`config.mk`:
```
export PLATFORM = sky130hd
export DESIGN_NAME = dle_stuffed_command_framer_core
export DESIGN_NICKNAME = d
export VERILOG_FILES = /design/src/rtl/core/dscf_pkg.sv /design/src/rtl/core/dscf_fifo.sv /design/src/rtl/core/dscf_front.sv /design/src/rtl/core/dscf_back.sv /design/src/rtl/core/dle_stuffed_command_framer_core.sv
export VERILOG_INCLUDE_DIRS = /design/src /design/src/rtl/core
export SDC_FILE = /design/constraint.sdc
export NUM_CORES = 1
export LEC_CHECK = 0
export BUFFER_PORTS_ARGS = -buffer_cell sky130_fd_sc_hd__buf_2
export CAP_MARGIN = 10
export CORE_MARGIN = 3
export CORE_UTILIZATION = 35
export DETAILED_ROUTE_END_ITERATION = 8
export SYNTH_ARGS = -nofsm -noshare
export SYNTH_HDL_FRONTEND = slang
export SYNTH_SLANG_ARGS = --single-unit
```
`constraint.sdc`:
```
create_clock -name clk -period 6 [get_ports clk]
set_input_delay 0.3 -clock clk [delete_from_list [all_inputs] [get_ports clk]]
set_output_delay 0.3 -clock clk [all_outputs]
set_load 0.02 [all_outputs]
```
`src/rtl/core/dle_stuffed_command_framer_core_defines.svh`:
```
// Assertion macros for the framer core.
`ifndef DLE_STUFFED_COMMAND_FRAMER_CORE_DEFINES_SVH
`define DLE_STUFFED_COMMAND_FRAMER_CORE_DEFINES_SVH

`ifndef SYNTHESIS
`define DSCF_ASSERT_IMP(lbl, ante, cons) \
  lbl: assert property (@(posedge clk) disable iff (!rst_n) (ante) |-> (cons)) \
    else $error("dscf assertion failed");
`define DSCF_ASSERT_NXT(lbl, ante, cons) \
  lbl: assert property (@(posedge clk) disable iff (!rst_n) (ante) |=> (cons)) \
    else $error("dscf assertion failed");
`else
`define DSCF_ASSERT_IMP(lbl, ante, cons)
`define DSCF_ASSERT_NXT(lbl, ante, cons)
`endif

`endif

```
`src/rtl/core/dscf_pkg.sv`:
```
package dscf_pkg;

  localparam int unsigned BYTE_W      = 8;
  localparam int unsigned PAYLOAD_MAX = 6;
  localparam int unsigned IDX_W       = $clog2(PAYLOAD_MAX);
  localparam int unsigned QUEUE_DEPTH = 2;
  localparam int unsigned CFG_IDX_W   = 3;

  localparam logic [3:0] NIBBLE_MASK = 4'hf;

  localparam logic [BYTE_W-1:0] RST_START_CODE  = 8'd2;
  localparam logic [BYTE_W-1:0] RST_END_CODE    = 8'd3;
  localparam logic [BYTE_W-1:0] RST_ESCAPE_CODE = 8'd16;
  localparam logic [BYTE_W-1:0] RST_LONG_CMD    = 8'd1;
  localparam logic [BYTE_W-1:0] RST_SHORT_CMD   = 8'd2;
  localparam logic [BYTE_W-1:0] RST_REG_CMD_A   = 8'd3;
  localparam logic [BYTE_W-1:0] RST_REG_CMD_B   = 8'd4;

  // Last payload index for each format (checksum position).
  localparam logic [IDX_W-1:0] LAST_IDX_LONG  = IDX_W'(5);
  localparam logic [IDX_W-1:0] LAST_IDX_SHORT = IDX_W'(3);

  typedef enum logic [CFG_IDX_W-1:0] {
    CFG_START_CODE  = 3'd0,
    CFG_END_CODE    = 3'd1,
    CFG_ESCAPE_CODE = 3'd2,
    CFG_LONG_CMD    = 3'd3,
    CFG_SHORT_CMD   = 3'd4,
    CFG_REG_CMD_A   = 3'd5,
    CFG_REG_CMD_B   = 3'd6
  } cfg_idx_t;

  typedef struct packed {
    logic [BYTE_W-1:0] long_cmd;
    logic [BYTE_W-1:0] short_cmd;
    logic [BYTE_W-1:0] reg_cmd_a;
    logic [BYTE_W-1:0] reg_cmd_b;
  } cmd_codes_t;

  typedef struct packed {
    logic [BYTE_W-1:0] start_code;
    logic [BYTE_W-1:0] end_code;
    logic [BYTE_W-1:0] escape_code;
  } frame_codes_t;

  typedef struct packed {
    logic [PAYLOAD_MAX-1:0][BYTE_W-1:0] data;
    logic [IDX_W-1:0]                   last_idx;
  } frame_desc_t;

  function automatic logic [BYTE_W-1:0] pack_pair(input logic [BYTE_W-1:0] lo,
                                                  input logic [BYTE_W-1:0] hi);
    pack_pair = {hi[3:0] & NIBBLE_MASK, lo[3:0] & NIBBLE_MASK};
  endfunction

endpackage

```
`src/rtl/core/dscf_fifo.sv`:
```
module dscf_fifo #(
  parameter int unsigned WIDTH = 8,
  parameter int unsigned DEPTH = 2
) (
  input  logic             clk,
  input  logic             rst_n,
  input  logic             push,
  input  logic [WIDTH-1:0] wr_data,
  input  logic             pop,
  output logic [WIDTH-1:0] rd_data,
  output logic             full,
  output logic             empty
);

  localparam int unsigned PTR_W = $clog2(DEPTH);
  localparam int unsigned CNT_W = $clog2(DEPTH + 1);

  logic [WIDTH-1:0] mem_r [DEPTH];
  logic [PTR_W-1:0] wr_ptr_r, wr_ptr_nxt;
  logic [PTR_W-1:0] rd_ptr_r, rd_ptr_nxt;
  logic [CNT_W-1:0] cnt_r, cnt_nxt;
  logic             do_push, do_pop;

  assign full    = (cnt_r == CNT_W'(DEPTH));
  assign empty   = (cnt_r == '0);
  assign do_push = push && !full;
  assign do_pop  = pop && !empty;
  assign rd_data = mem_r[rd_ptr_r];

  always_comb begin
    wr_ptr_nxt = wr_ptr_r;
    rd_ptr_nxt = rd_ptr_r;
    cnt_nxt    = cnt_r;
    if (do_push) begin
      wr_ptr_nxt = (wr_ptr_r == PTR_W'(DEPTH - 1)) ? '0 : wr_ptr_r + 1'b1;
    end
    if (do_pop) begin
      rd_ptr_nxt = (rd_ptr_r == PTR_W'(DEPTH - 1)) ? '0 : rd_ptr_r + 1'b1;
    end
    if (do_push && !do_pop) begin
      cnt_nxt = cnt_r + 1'b1;
    end else if (do_pop && !do_push) begin
      cnt_nxt = cnt_r - 1'b1;
    end
  end

  always_ff @(posedge clk) begin
    if (!rst_n) begin
      wr_ptr_r <= '0;
      rd_ptr_r <= '0;
      cnt_r    <= '0;
    end else begin
      wr_ptr_r <= wr_ptr_nxt;
      rd_ptr_r <= rd_ptr_nxt;
      cnt_r    <= cnt_nxt;
    end
  end

  always_ff @(posedge clk) begin
    if (do_push) begin
      mem_r[wr_ptr_r] <= wr_data;
    end
  end

endmodule

```
`src/rtl/core/dscf_front.sv`:
```
module dscf_front (
  input  logic                       in_push,
  input  logic [dscf_pkg::BYTE_W-1:0] in_command,
  input  logic [dscf_pkg::BYTE_W-1:0] in_arg_0,
  input  logic [dscf_pkg::BYTE_W-1:0] in_arg_1,
  input  logic [dscf_pkg::BYTE_W-1:0] in_arg_2,
  input  logic [dscf_pkg::BYTE_W-1:0] in_arg_3,
  input  logic [dscf_pkg::BYTE_W-1:0] in_arg_4,
  input  logic [dscf_pkg::BYTE_W-1:0] in_arg_5,
  input  logic [dscf_pkg::BYTE_W-1:0] in_arg_6,
  input  logic [dscf_pkg::BYTE_W-1:0] in_arg_7,
  input  dscf_pkg::cmd_codes_t       codes,
  input  logic                       q_full,
  output logic                       q_push,
  output dscf_pkg::frame_desc_t      desc
);

  logic                        is_long, is_short, is_reg, known;
  logic [dscf_pkg::BYTE_W-1:0] pk0, pk1, pk2, pk3;
  logic [dscf_pkg::BYTE_W-1:0] b1, b2, sum3, sum5;

  // First match wins: long, short, then register a/b.
  assign is_long  = (in_command == codes.long_cmd);
  assign is_short = !is_long && (in_command == codes.short_cmd);
  assign is_reg   = !is_long && !is_short &&
                    ((in_command == codes.reg_cmd_a) || (in_command == codes.reg_cmd_b));
  assign known    = is_long || is_short || is_reg;

  assign pk0 = dscf_pkg::pack_pair(in_arg_0, in_arg_1);
  assign pk1 = dscf_pkg::pack_pair(in_arg_2, in_arg_3);
  assign pk2 = dscf_pkg::pack_pair(in_arg_4, in_arg_5);
  assign pk3 = dscf_pkg::pack_pair(in_arg_6, in_arg_7);

  assign b1   = is_reg ? in_arg_0 : pk0;
  assign b2   = is_reg ? in_arg_1 : pk1;
  assign sum3 = in_command + b1 + b2;
  assign sum5 = sum3 + pk2 + pk3;

  always_comb begin
    desc.data[0]  = in_command;
    desc.data[1]  = b1;
    desc.data[2]  = b2;
    desc.data[3]  = is_long ? pk2 : sum3;
    desc.data[4]  = is_long ? pk3 : '0;
    desc.data[5]  = is_long ? sum5 : '0;
    desc.last_idx = is_long ? dscf_pkg::LAST_IDX_LONG : dscf_pkg::LAST_IDX_SHORT;
  end

  // Unknown commands are taken and dropped.
  assign q_push = in_push && !q_full && known;

endmodule

```
`src/rtl/core/dscf_back.sv`:
```
module dscf_back (
  input  logic                        clk,
  input  logic                        rst_n,
  input  dscf_pkg::frame_desc_t       desc,
  input  logic                        desc_valid,
  input  dscf_pkg::frame_codes_t      codes,
  output logic                        q_pop,
  input  logic                        out_pop,
  output logic                        out_empty,
  output logic [dscf_pkg::BYTE_W-1:0] out_tx_byte,
  output logic                        out_frame_end
);

  typedef enum logic [1:0] {
    S_START,
    S_DATA,
    S_END
  } state_t;

  state_t                        state_r, state_nxt;
  logic [dscf_pkg::IDX_W-1:0]    idx_r, idx_nxt;
  logic                          esc_r, esc_nxt;
  logic                          valid_r, valid_nxt;
  logic [dscf_pkg::BYTE_W-1:0]   byte_r, byte_nxt;
  logic                          end_r, end_nxt;
  logic                          advance, special;
  logic [dscf_pkg::BYTE_W-1:0]   cur;

  assign advance = !valid_r || out_pop;
  assign cur     = desc.data[idx_r];
  assign special = (cur == codes.start_code) || (cur == codes.end_code) ||
                   (cur == codes.escape_code);

  always_comb begin
    state_nxt = state_r;
    idx_nxt   = idx_r;
    esc_nxt   = esc_r;
    valid_nxt = valid_r;
    byte_nxt  = byte_r;
    end_nxt   = end_r;
    q_pop     = 1'b0;
    if (advance) begin
      valid_nxt = desc_valid;
      if (desc_valid) begin
        end_nxt = 1'b0;
        unique case (state_r)
          S_START: begin
            byte_nxt  = codes.start_code;
            idx_nxt   = '0;
            esc_nxt   = 1'b0;
            state_nxt = S_DATA;
          end
          S_DATA: begin
            if (special && !esc_r) begin
              byte_nxt = codes.escape_code;
              esc_nxt  = 1'b1;
            end else begin
              byte_nxt = cur;
              esc_nxt  = 1'b0;
              if (idx_r == desc.last_idx) begin
                state_nxt = S_END;
              end else begin
                idx_nxt = idx_r + 1'b1;
              end
            end
          end
          S_END: begin
            byte_nxt  = codes.end_code;
            end_nxt   = 1'b1;
            q_pop     = 1'b1;
            state_nxt = S_START;
          end
          default: begin
            state_nxt = S_START;
          end
        endcase
      end
    end
  end

  always_ff @(posedge clk) begin
    if (!rst_n) begin
      state_r <= S_START;
      idx_r   <= '0;
      esc_r   <= 1'b0;
      valid_r <= 1'b0;
      end_r   <= 1'b0;
    end else begin
      state_r <= state_nxt;
      idx_r   <= idx_nxt;
      esc_r   <= esc_nxt;
      valid_r <= valid_nxt;
      end_r   <= end_nxt;
    end
    byte_r <= byte_nxt;
  end

  assign out_empty     = !valid_r;
  assign out_tx_byte   = byte_r;
  assign out_frame_end = end_r;

endmodule

```
`src/rtl/core/dle_stuffed_command_framer_core.sv`:
```
// Command framer: each accepted command item becomes one frame of bytes,
// start code, payload (command, packed nibbles or register/value, 8-bit
// checksum) and end code, with an escape byte in front of every payload byte
// that matches the start, end or escape code. Unknown commands are accepted
// and produce nothing. The output runs at one byte per cycle while out_pop
// is held, and a frame is 6 to 14 bytes long (2 + payload bytes + escapes);
// the front end classifies and packs an item in the cycle it arrives and
// parks it in a QUEUE_DEPTH-entry descriptor queue, so new items are taken
// while the serializer is still sending. No clearing pass after reset.
`include "dle_stuffed_command_framer_core_defines.svh"

module dle_stuffed_command_framer_core #(
  parameter int unsigned QUEUE_DEPTH = dscf_pkg::QUEUE_DEPTH
) (
  input  logic                          clk,
  input  logic                          rst_n,
  input  logic                          in_push,
  output logic                          in_full,
  input  logic [dscf_pkg::BYTE_W-1:0]   in_command,
  input  logic [dscf_pkg::BYTE_W-1:0]   in_arg_0,
  input  logic [dscf_pkg::BYTE_W-1:0]   in_arg_1,
  input  logic [dscf_pkg::BYTE_W-1:0]   in_arg_2,
  input  logic [dscf_pkg::BYTE_W-1:0]   in_arg_3,
  input  logic [dscf_pkg::BYTE_W-1:0]   in_arg_4,
  input  logic [dscf_pkg::BYTE_W-1:0]   in_arg_5,
  input  logic [dscf_pkg::BYTE_W-1:0]   in_arg_6,
  input  logic [dscf_pkg::BYTE_W-1:0]   in_arg_7,
  output logic                          out_empty,
  input  logic                          out_pop,
  output logic [dscf_pkg::BYTE_W-1:0]   out_tx_byte,
  output logic                          out_frame_end,
  input  logic                          cfg_we,
  input  logic [dscf_pkg::CFG_IDX_W-1:0] cfg_index,
  input  logic [dscf_pkg::BYTE_W-1:0]   cfg_data
);

  logic [dscf_pkg::BYTE_W-1:0] start_code_r, end_code_r, escape_code_r;
  logic [dscf_pkg::BYTE_W-1:0] long_cmd_r, short_cmd_r, reg_cmd_a_r, reg_cmd_b_r;

  dscf_pkg::cmd_codes_t   cmd_codes;
  dscf_pkg::frame_codes_t frame_codes;
  dscf_pkg::frame_desc_t  wr_desc, rd_desc;
  logic                   q_push, q_pop, q_full, q_empty;

  always_ff @(posedge clk) begin
    if (!rst_n) begin
      start_code_r  <= dscf_pkg::RST_START_CODE;
      end_code_r    <= dscf_pkg::RST_END_CODE;
      escape_code_r <= dscf_pkg::RST_ESCAPE_CODE;
      long_cmd_r    <= dscf_pkg::RST_LONG_CMD;
      short_cmd_r   <= dscf_pkg::RST_SHORT_CMD;
      reg_cmd_a_r   <= dscf_pkg::RST_REG_CMD_A;
      reg_cmd_b_r   <= dscf_pkg::RST_REG_CMD_B;
    end else if (cfg_we) begin
      unique case (cfg_index)
        dscf_pkg::CFG_START_CODE:  start_code_r  <= cfg_data;
        dscf_pkg::CFG_END_CODE:    end_code_r    <= cfg_data;
        dscf_pkg::CFG_ESCAPE_CODE: escape_code_r <= cfg_data;
        dscf_pkg::CFG_LONG_CMD:    long_cmd_r    <= cfg_data;
        dscf_pkg::CFG_SHORT_CMD:   short_cmd_r   <= cfg_data;
        dscf_pkg::CFG_REG_CMD_A:   reg_cmd_a_r   <= cfg_data;
        dscf_pkg::CFG_REG_CMD_B:   reg_cmd_b_r   <= cfg_data;
        default: ;
      endcase
    end
  end

  assign cmd_codes   = '{long_cmd: long_cmd_r, short_cmd: short_cmd_r,
                         reg_cmd_a: reg_cmd_a_r, reg_cmd_b: reg_cmd_b_r};
  assign frame_codes = '{start_code: start_code_r, end_code: end_code_r,
                         escape_code: escape_code_r};

  assign in_full = q_full;

  dscf_front u_front (
    .in_push    (in_push),
    .in_command (in_command),
    .in_arg_0   (in_arg_0),
    .in_arg_1   (in_arg_1),
    .in_arg_2   (in_arg_2),
    .in_arg_3   (in_arg_3),
    .in_arg_4   (in_arg_4),
    .in_arg_5   (in_arg_5),
    .in_arg_6   (in_arg_6),
    .in_arg_7   (in_arg_7),
    .codes      (cmd_codes),
    .q_full     (q_full),
    .q_push     (q_push),
    .desc       (wr_desc)
  );

  dscf_fifo #(
    .WIDTH ($bits(dscf_pkg::frame_desc_t)),
    .DEPTH (QUEUE_DEPTH)
  ) u_queue (
    .clk     (clk),
    .rst_n   (rst_n),
    .push    (q_push),
    .wr_data (wr_desc),
    .pop     (q_pop),
    .rd_data (rd_desc),
    .full    (q_full),
    .empty   (q_empty)
  );

  dscf_back u_back (
    .clk           (clk),
    .rst_n         (rst_n),
    .desc          (rd_desc),
    .desc_valid    (!q_empty),
    .codes         (frame_codes),
    .q_pop         (q_pop),
    .out_pop       (out_pop),
    .out_empty     (out_empty),
    .out_tx_byte   (out_tx_byte),
    .out_frame_end (out_frame_end)
  );

  `DSCF_ASSERT_IMP(a_end_is_end_code, !out_empty && out_frame_end, out_tx_byte == end_code_r)
  `DSCF_ASSERT_IMP(a_no_queue_overflow, q_push, !q_full)
  `DSCF_ASSERT_NXT(a_pop_on_frame_end, q_pop, !out_empty && out_frame_end)

endmodule

```
==> results of run 1 <==
[synth_stat cells (all sizes together) (3+ instances only)]
cell    number  area share, %
o211ai      22            1.7
and2        14           0.92
mux4        16            4.1
inv         47            1.9
o21a         3           0.24
o21ai       22            1.2
xor2        23            2.1
o32a         8           0.84
nor4         3           0.20
clkbuf      29            1.1
nor2b        9           0.59
and3        10           0.71
or3         11           0.72
mux2i       17            1.8
nand3       54            2.8
a21boi      49            3.9
nor2        30            1.2
nand4        9           0.59
nand2      148            5.8
mux2        21            2.5
a32oi       13            1.2
buf         14            1.2
o22ai        8           0.59
dfxtp       69             15
xnor2       30            2.8
edfxtp     108             34
nand2b       4           0.26
nand3b       3           0.24
o21bai       3           0.24
a21oi       16           0.84
o31a        11            1.0
ha          19            2.5
fa          16            3.4
a21o        11           0.87
[power by group through the flow]
stage               Sequential, mW  Combinational [mW]  Clock (mW)
CTS                           1.32               0.426        1.15
floorplan                     1.34               0.298           0
global route                  1.32               0.472        1.19
finish                        1.32               0.419        1.13
detailed placement            1.35               0.421           0
global placement              1.35               0.414           0
[state kept, by name (all words and copies together), names as in the netlist, named ones only]
signal	cells
u_queue.rd_ptr_r	1
reg_cmd_a_r	8
long_cmd_r	8
short_cmd_r	8
u_queue.mem_r	100
reg_cmd_b_r	8
u_back.valid_r	1
u_back.esc_r	1
start_code_r	8
u_back.out_tx_byte	8
u_queue.wr_ptr_r	1
u_back.idx_r	3
u_queue.cnt_r	2
end_code_r	8
u_back.state_r	2
escape_code_r	8
u_back.out_frame_end	1
[critical path, cell delays in order (launching register included)]
cell      delay [ns]
dfxtp_1         0.33
xor2_1          0.16
nor4_1          0.31
nand4_1         0.22
nand3_1         0.23
buf_12          0.17
mux2_2          0.38
fa_1            0.50
fa_1            0.48
a21o_1          0.21
a21oi_1         0.26
xnor2_1         0.22
fa_1            0.48
ha_1            0.30
inv_1           0.10
o21bai_1        0.08
a21oi_1         0.20
xnor2_1         0.15
xnor2_1         0.14
nor2_1          0.07
[metal layers]
metal | vias to the layer above | routed length (um)
met5 | - | 0
met4 | 0 | 624
met3 | 31 | 1250
met2 | 180 | 11300
met1 | 3295 | 10800
li1 | 3324 | -
[layout make-up]
cell class	instances	share of cell area (%)
sequential	177	42.9
tap	335	3.89
timing repair buffer	83	4.18
clock buffer	17	3.95
multi-input combinational	620	41.8
clock inverter	15	1.63
inverter	47	1.64
[path summary, 6_finish.rpt]
check | from | to | slack (ns) | cells past startpoint
min reg2reg | u_back.out_frame_end$_SDFFE_PN0P_ | u_back.out_frame_end$_SDFFE_PN0P_ | 0.47 | 2
max reg2reg | long_cmd_r[3]$_SDFFE_PN0P_ | u_queue.mem_r[0][50]$_DFFE_PP_ | 0.76 | 19
min | in_arg_0[0] | u_queue.mem_r[1][11]$_DFFE_PP_ | 0.09 | 1
max | long_cmd_r[3]$_SDFFE_PN0P_ | u_queue.mem_r[0][50]$_DFFE_PP_ | 0.76 | 19
[stage by stage]
| step | power, mW | utilization [%] | std cells | cell area [um2] | worst slack, ns |
|---|---|---|---|---|---|
| after CTS | 2.89 | 40.8 | 1294 | 10800 | 0.669 |
| after global placement | 1.76 | 38.5 | 1262 | 10200 | 0.542 |
| after detailed placement | 1.77 | 38.5 | 1262 | 10200 | 0.521 |
| final | 2.87 | 40.8 | 1294 | 10800 | 0.759 |
| after global routing | 2.98 | 40.8 | 1294 | 10800 | 0.398 |
| after floorplan | 1.64 | - | 887 | 9520 | 0.735 |
[kinds of logic (layout without fill, tap and decap cells)]
| kind of cell | after synthesis | in the layout | share of synthesized area, % |
|---|---|---|---|
| AO/OA/AOI/OAI | 176 | 176 | 13.5 |
| XOR/XNOR | 53 | 53 | 4.88 |
| adder cells (fa/ha/maj) | 35 | 35 | 5.86 |
| buffers and inverters | 90 | 162 | 4.23 |
| flip-flops | 177 | 177 | 48.6 |
| multiplexers | 54 | 54 | 8.37 |
| AND/OR/NAND/NOR | 302 | 302 | 14.6 |
==> summary.txt, run 1 <==
Floorplanning
  • CORE AREA: 0.0264 mm2
  • IO Count: 99
  • Die ar.: 0.0292 mm2
  • Std cell rows: 59
  • Die width: 171 um
  • Die Y: 171 um
  • Starting Density: 36.0%

Timing
  • Worst clock skew: 0.00913 ns
  • Final hold vios: 0
  • Worst slew margin: a little under a third
  • RSZ-0062 raised after global routing: false
  • WHS: 0.0867 ns
  • Tmin final: 5.24 ns
  • Total negative slack: 0 ns
  • F_max: 191 MHz
  • Final setup fails: 0
  • Max Slew Vio Count: 0
  • Period utilization: 87.4%
  • Worst-Margin Slew: 1.01 ns

CTS
  • CTS max path bufs: 2
  • Clock Tree Root: clkbuf_16
  • Worst-Skew Late Latency: 0.42 ns
  • Postcts setup bufs: 0
  • Clock-pin transition on the worst setup and hold timing paths: 0.07 ns
  • CTS buffer count: 17
  • Sink Count: between 150 and 200
  • CTS resizes: 0
  • CTS Hold Bufs: 0
  • H-Tree Level Count: 4
  • TritonCTS clock tree: yes

Global route
  • Busiest grt layer: met2
  • GRT overflow: 0
  • Largest net degree at the start of global routing: 73
  • Met3 GRT Util: 3.14%
  • GRT Total Usage: 16.7%
  • Vias in the first global route: 6,674
  • Met1 usage: 22.8%
  • Initial antenna violation count: 0
  • GR Util met2: 26.8%
  • First-pass GRT wire length: about 37,000 um

Worst setup path
  • CP Class: flop to flop
  • Worst-path fanout max: 12
  • Crit path DAT: 5.42 ns
  • CP startpoint kind: flop
  • CP endpoint kind: flop
  • CP required: slightly above 6 ns

Layout
  • Most frequent cells in the layout: 148 x nand2_1, 108 x edfxtp_1, 74 x buf_2
  • Layout cell share with drive strength beyond 1: 15.8%
  • Area grow syn2layout: 13.2%
  • Final Net Count: 1,069
  • Register area: 0.00463 mm2
  • Commonest non-fill, non-tap cell in the layout: nand2_1
  • Fillcell total: 2,570
  • Ant diodes: 0
  • Multi-input gate area: roughly 0.0045 mm2

Place
  • Port Buffers: 74
  • Post-DP HPWL: 17,100 um
  • GP Congestion: 0.873

Logic synthesis
  • Synth async-reset ratio: 0%
  • Syn_nets: 1,010
  • Register bit total from synthesis: between 150 and 200
  • Share of the yosys chip area belonging to registers: about 49%
  • Number of synthesized flops with an enable pin: about 110
  • Synth Instances: 887
  • Mapped Area: 0.00952 mm2
  • Netlist cell types: 52
  • Main flop type after synthesis: edfxtp_1
  • Avg Cell Area, Syn: 10.7 um2
  • Yosys warning total: 0

Power and ir drop
  • PD cells: 266 mW/mm2
  • Leakage power: 3.85 nW
  • Clock power share: 39.4%
  • Power share of the combinational group: 14.6%
  • Peak supply drop: 0.226 mV
  • Cell internal pwr: 2.12 mW
  • Sw Ratio: 25.9%
  • P_sw: ~0.74 mW
  • Sequential share of power: 46.0%

Route
  • Post-route ant nets: 0
  • Routed WL per cell: 18.5 um
  • Detailed Routing Iterations Pass 1: 6
  • Via Count: a little under 7k
  • DR iter-0 viols: between 500 and 600
  • DR DRC count: 0
  • Vias per inst: about 5.3
  • Drt total wl: around 24,000 um

Run
  • Max cap viols: 0

Outcome
  • Status: finished, final reports clean

Min path
  • HP Class: input pin to flop
(Power assumes the default switching activity.)
==> inputs of run 2 (changes only) <==
--- a/config.mk
+++ b/config.mk
@@ -8,7 +8,7 @@
 export LEC_CHECK = 0
 export BUFFER_PORTS_ARGS = -buffer_cell sky130_fd_sc_hd__buf_2
 export CAP_MARGIN = 10
-export CORE_MARGIN = 3
+export CORE_MARGIN = 5
 export CORE_UTILIZATION = 35
 export DETAILED_ROUTE_END_ITERATION = 8
 export SYNTH_ARGS = -nofsm -noshare
==> summary.txt, run 2 (synthesis gave the netlist of run 1 again) <==
Layout
  • Most frequent cells in the layout: 148 x nand2_1, 108 x edfxtp_1, 74 x buf_2
  • Biggest register: u_queue.mem_r
  • Ant diodes: 0 (unchanged)
  • Fillcell total: 2,617 (+1.8%)
  • Register area: 0.00463 mm2 (unchanged)
  • Number of flip-flops in the largest register: 100 (unchanged)
  • Multi-input gate area: 0.00450 mm2 (unchanged)
  • Area grow syn2layout: 13.1%
  • Layout cell share with drive strength beyond 1: 15.8% (-0.017 points)
  • Commonest non-fill, non-tap cell in the layout: nand2_1
  • Final Net Count: 1,070 (+0.094%)

Timing
  • F_max: 184 MHz (-3.5%)
  • Worst-Margin Slew: 1.09 ns (+0.0771 ns)
  • Total negative slack: 0 ns (unchanged)
  • Worst slew margin: 26.8% (-5.2 points)
  • Tmin final: 5.43 ns (+0.192 ns)
  • Period utilization: 90.6% (+3.2 points)
  • Final setup fails: 0 (unchanged)
  • Final hold vios: 0 (unchanged)
  • WHS: 0.0709 ns (-0.0158 ns)
  • RSZ-0062 raised after global routing: false
  • Max Slew Vio Count: 0 (unchanged)
  • Worst clock skew: 0.0140 ns (+0.00488 ns)

CTS
  • Postcts setup bufs: 0 (unchanged)
  • CTS resizes: 0 (unchanged)
  • Worst-Skew Late Latency: 0.43 ns (about the same)
  • Clock-pin transition on the worst setup and hold timing paths: 0.07 ns (about the same)
  • TritonCTS clock tree: yes
  • Sink Count: 177 (unchanged)
  • CTS buffer count: 17 (unchanged)
  • CTS Hold Bufs: 0 (unchanged)
  • CTS max path bufs: 2 (unchanged)
  • H-Tree Level Count: 4 (unchanged)
  • Clock Tree Root: clkbuf_16

Route
  • DR DRC count: 0 (unchanged)
  • Via Count: 6,808 (-0.32%)
  • Drt total wl: 24,300 um (+1.5%)
  • Vias per inst: 5.23 (-0.86%)
  • Post-route ant nets: 0 (unchanged)
  • Detailed Routing Iterations Pass 1: 5 (-1)
  • DR iter-0 viols: 561 (+0.18%)
  • Routed WL per cell: 18.7 um (+0.91%)

Power and ir drop
  • PD cells: 263 mW/mm2 (-1.2%)
  • Peak supply drop: 0.180 mV (-20%)
  • Leakage power: 3.85 nW (about the same)

Place
  • Port Buffers: 74 (unchanged)
  • Post-DP HPWL: 17,200 um (+0.34%)
  • GP Congestion: 0.846 (-3.1%)

Global route
  • Largest net degree at the start of global routing: 73 (unchanged)
  • Vias in the first global route: 6,690 (+0.24%)
  • GRT overflow: 0 (unchanged)
  • First-pass GRT wire length: 38,200 um (+2.1%)
  • Initial antenna violation count: 0 (unchanged)
  • GRT Total Usage: 16.0% (-0.73 points)

Min path
  • HP Class: input pin to flop

Floorplanning
  • Die ar.: 0.0306 mm2 (+4.7%)
  • Starting Density: 35.4% (-0.60 points)
  • Std cell rows: 60 (+1.7%)
  • Die Y: 175 um (+2.3%)
  • Die width: 175 um (+2.3%)
  • IO Count: 99 (unchanged)
  • CORE AREA: 0.0269 mm2 (+1.7%)

Worst setup path
  • Critical path, cell by cell: xor2_1, nor4_1, nand4_1, nand3_1, buf_4, mux2_2, fa_1, ha_1, fa_1, a21o_1, a21oi_1, xnor2_1, fa_1, ha_1, inv_1, o21bai_1, a21oi_1, xnor2_1, xnor2_1, nor2_1
  • CP required: 6.18 ns (about the same)
  • Max stage delay cell, worst path: fa_1
  • CP endpoint kind: flop
  • CP peak stage delay: 0.46 ns (-0.04 ns)
  • Worst-path fanout max: 13 (+1)
  • Crit path DAT: 5.61 ns (+0.19 ns)
  • CP startpoint kind: flop
  • CP Class: flop to flop

Outcome
  • Status: finished, final reports clean

Run
  • Max cap viols: 0 (unchanged)
## run 2: changes by cell type in the layout (fill, tap and decap cells not counted), moves of 2 or more
cell | previous run | this run
clkinvlp_4 | 4 | 0
bufinv_16 | 2 | 0
buf_4 | 8 | 10
clkinv_8 | 0 | 3
inv_6 | 2 | 4
## run 2: worst paths after layout
check	start	to	slack, ns	cells past startpoint
worst max-delay path	long_cmd_r[3]$_SDFFE_PN0P_	u_queue.mem_r[0][50]$_DFFE_PP_	0.57	20
worst min-delay path	in_arg_0[0]	u_queue.mem_r[1][11]$_DFFE_PP_	0.07	1
worst max register to register	long_cmd_r[3]$_SDFFE_PN0P_	u_queue.mem_r[0][50]$_DFFE_PP_	0.57	20
worst min register to register	u_back.out_frame_end$_SDFFE_PN0P_	u_back.out_frame_end$_SDFFE_PN0P_	0.47	2
## run 2: metrics by stage
stage	utilization [%]	instance area [um2]	instances	worst slack (ns)	power [mW]
CTS	40.1	10800	1301	0.537	2.85
finish	40.1	10800	1301	0.567	2.83
global placement	37.9	10200	1269	0.386	1.76
detailed placement	37.9	10200	1269	0.367	1.76
floorplan	-	9520	887	0.735	1.64
global route	40.1	10800	1301	0.193	2.96
## run 2: layout make-up
type                       count  share of cell area, %
clock buffer                  17                   3.95
clock inverter                15                   1.50
inverter                      47                   1.64
multi-input combinational    620                   41.8
sequential                   177                   43.0
tap                          341                   3.96
timing repair buffer          84                   4.14
## run 2: worst max-delay path, delay by kind of cell, from the launching register on
family | cells | cell delay, ns
AOI/OAI and AO/OA | 4 | 0.75
xor gates and xnor gates | 4 | 0.67
adders and majority gates | 5 | 1.86
buffers and inverters | 2 | 0.36
DFF | 1 | 0.32
muxes | 1 | 0.43
and+or+nand+nor | 4 | 0.79
## run 2: per-layer routing
layer	track usage [%]	share of wire [%]
met1	21.5	46
met2	25.4	47
met3	3.20	4.3
met4	6.32	2.8
met5	0	0
## run 2: power by group
group	leakage, nW	switching, mW	total (mW)	internal [mW]
registers	1.60	0.00973	1.32	1.31
clock network	0.288	0.533	1.09	0.560
logic	1.97	0.231	0.418	0.187
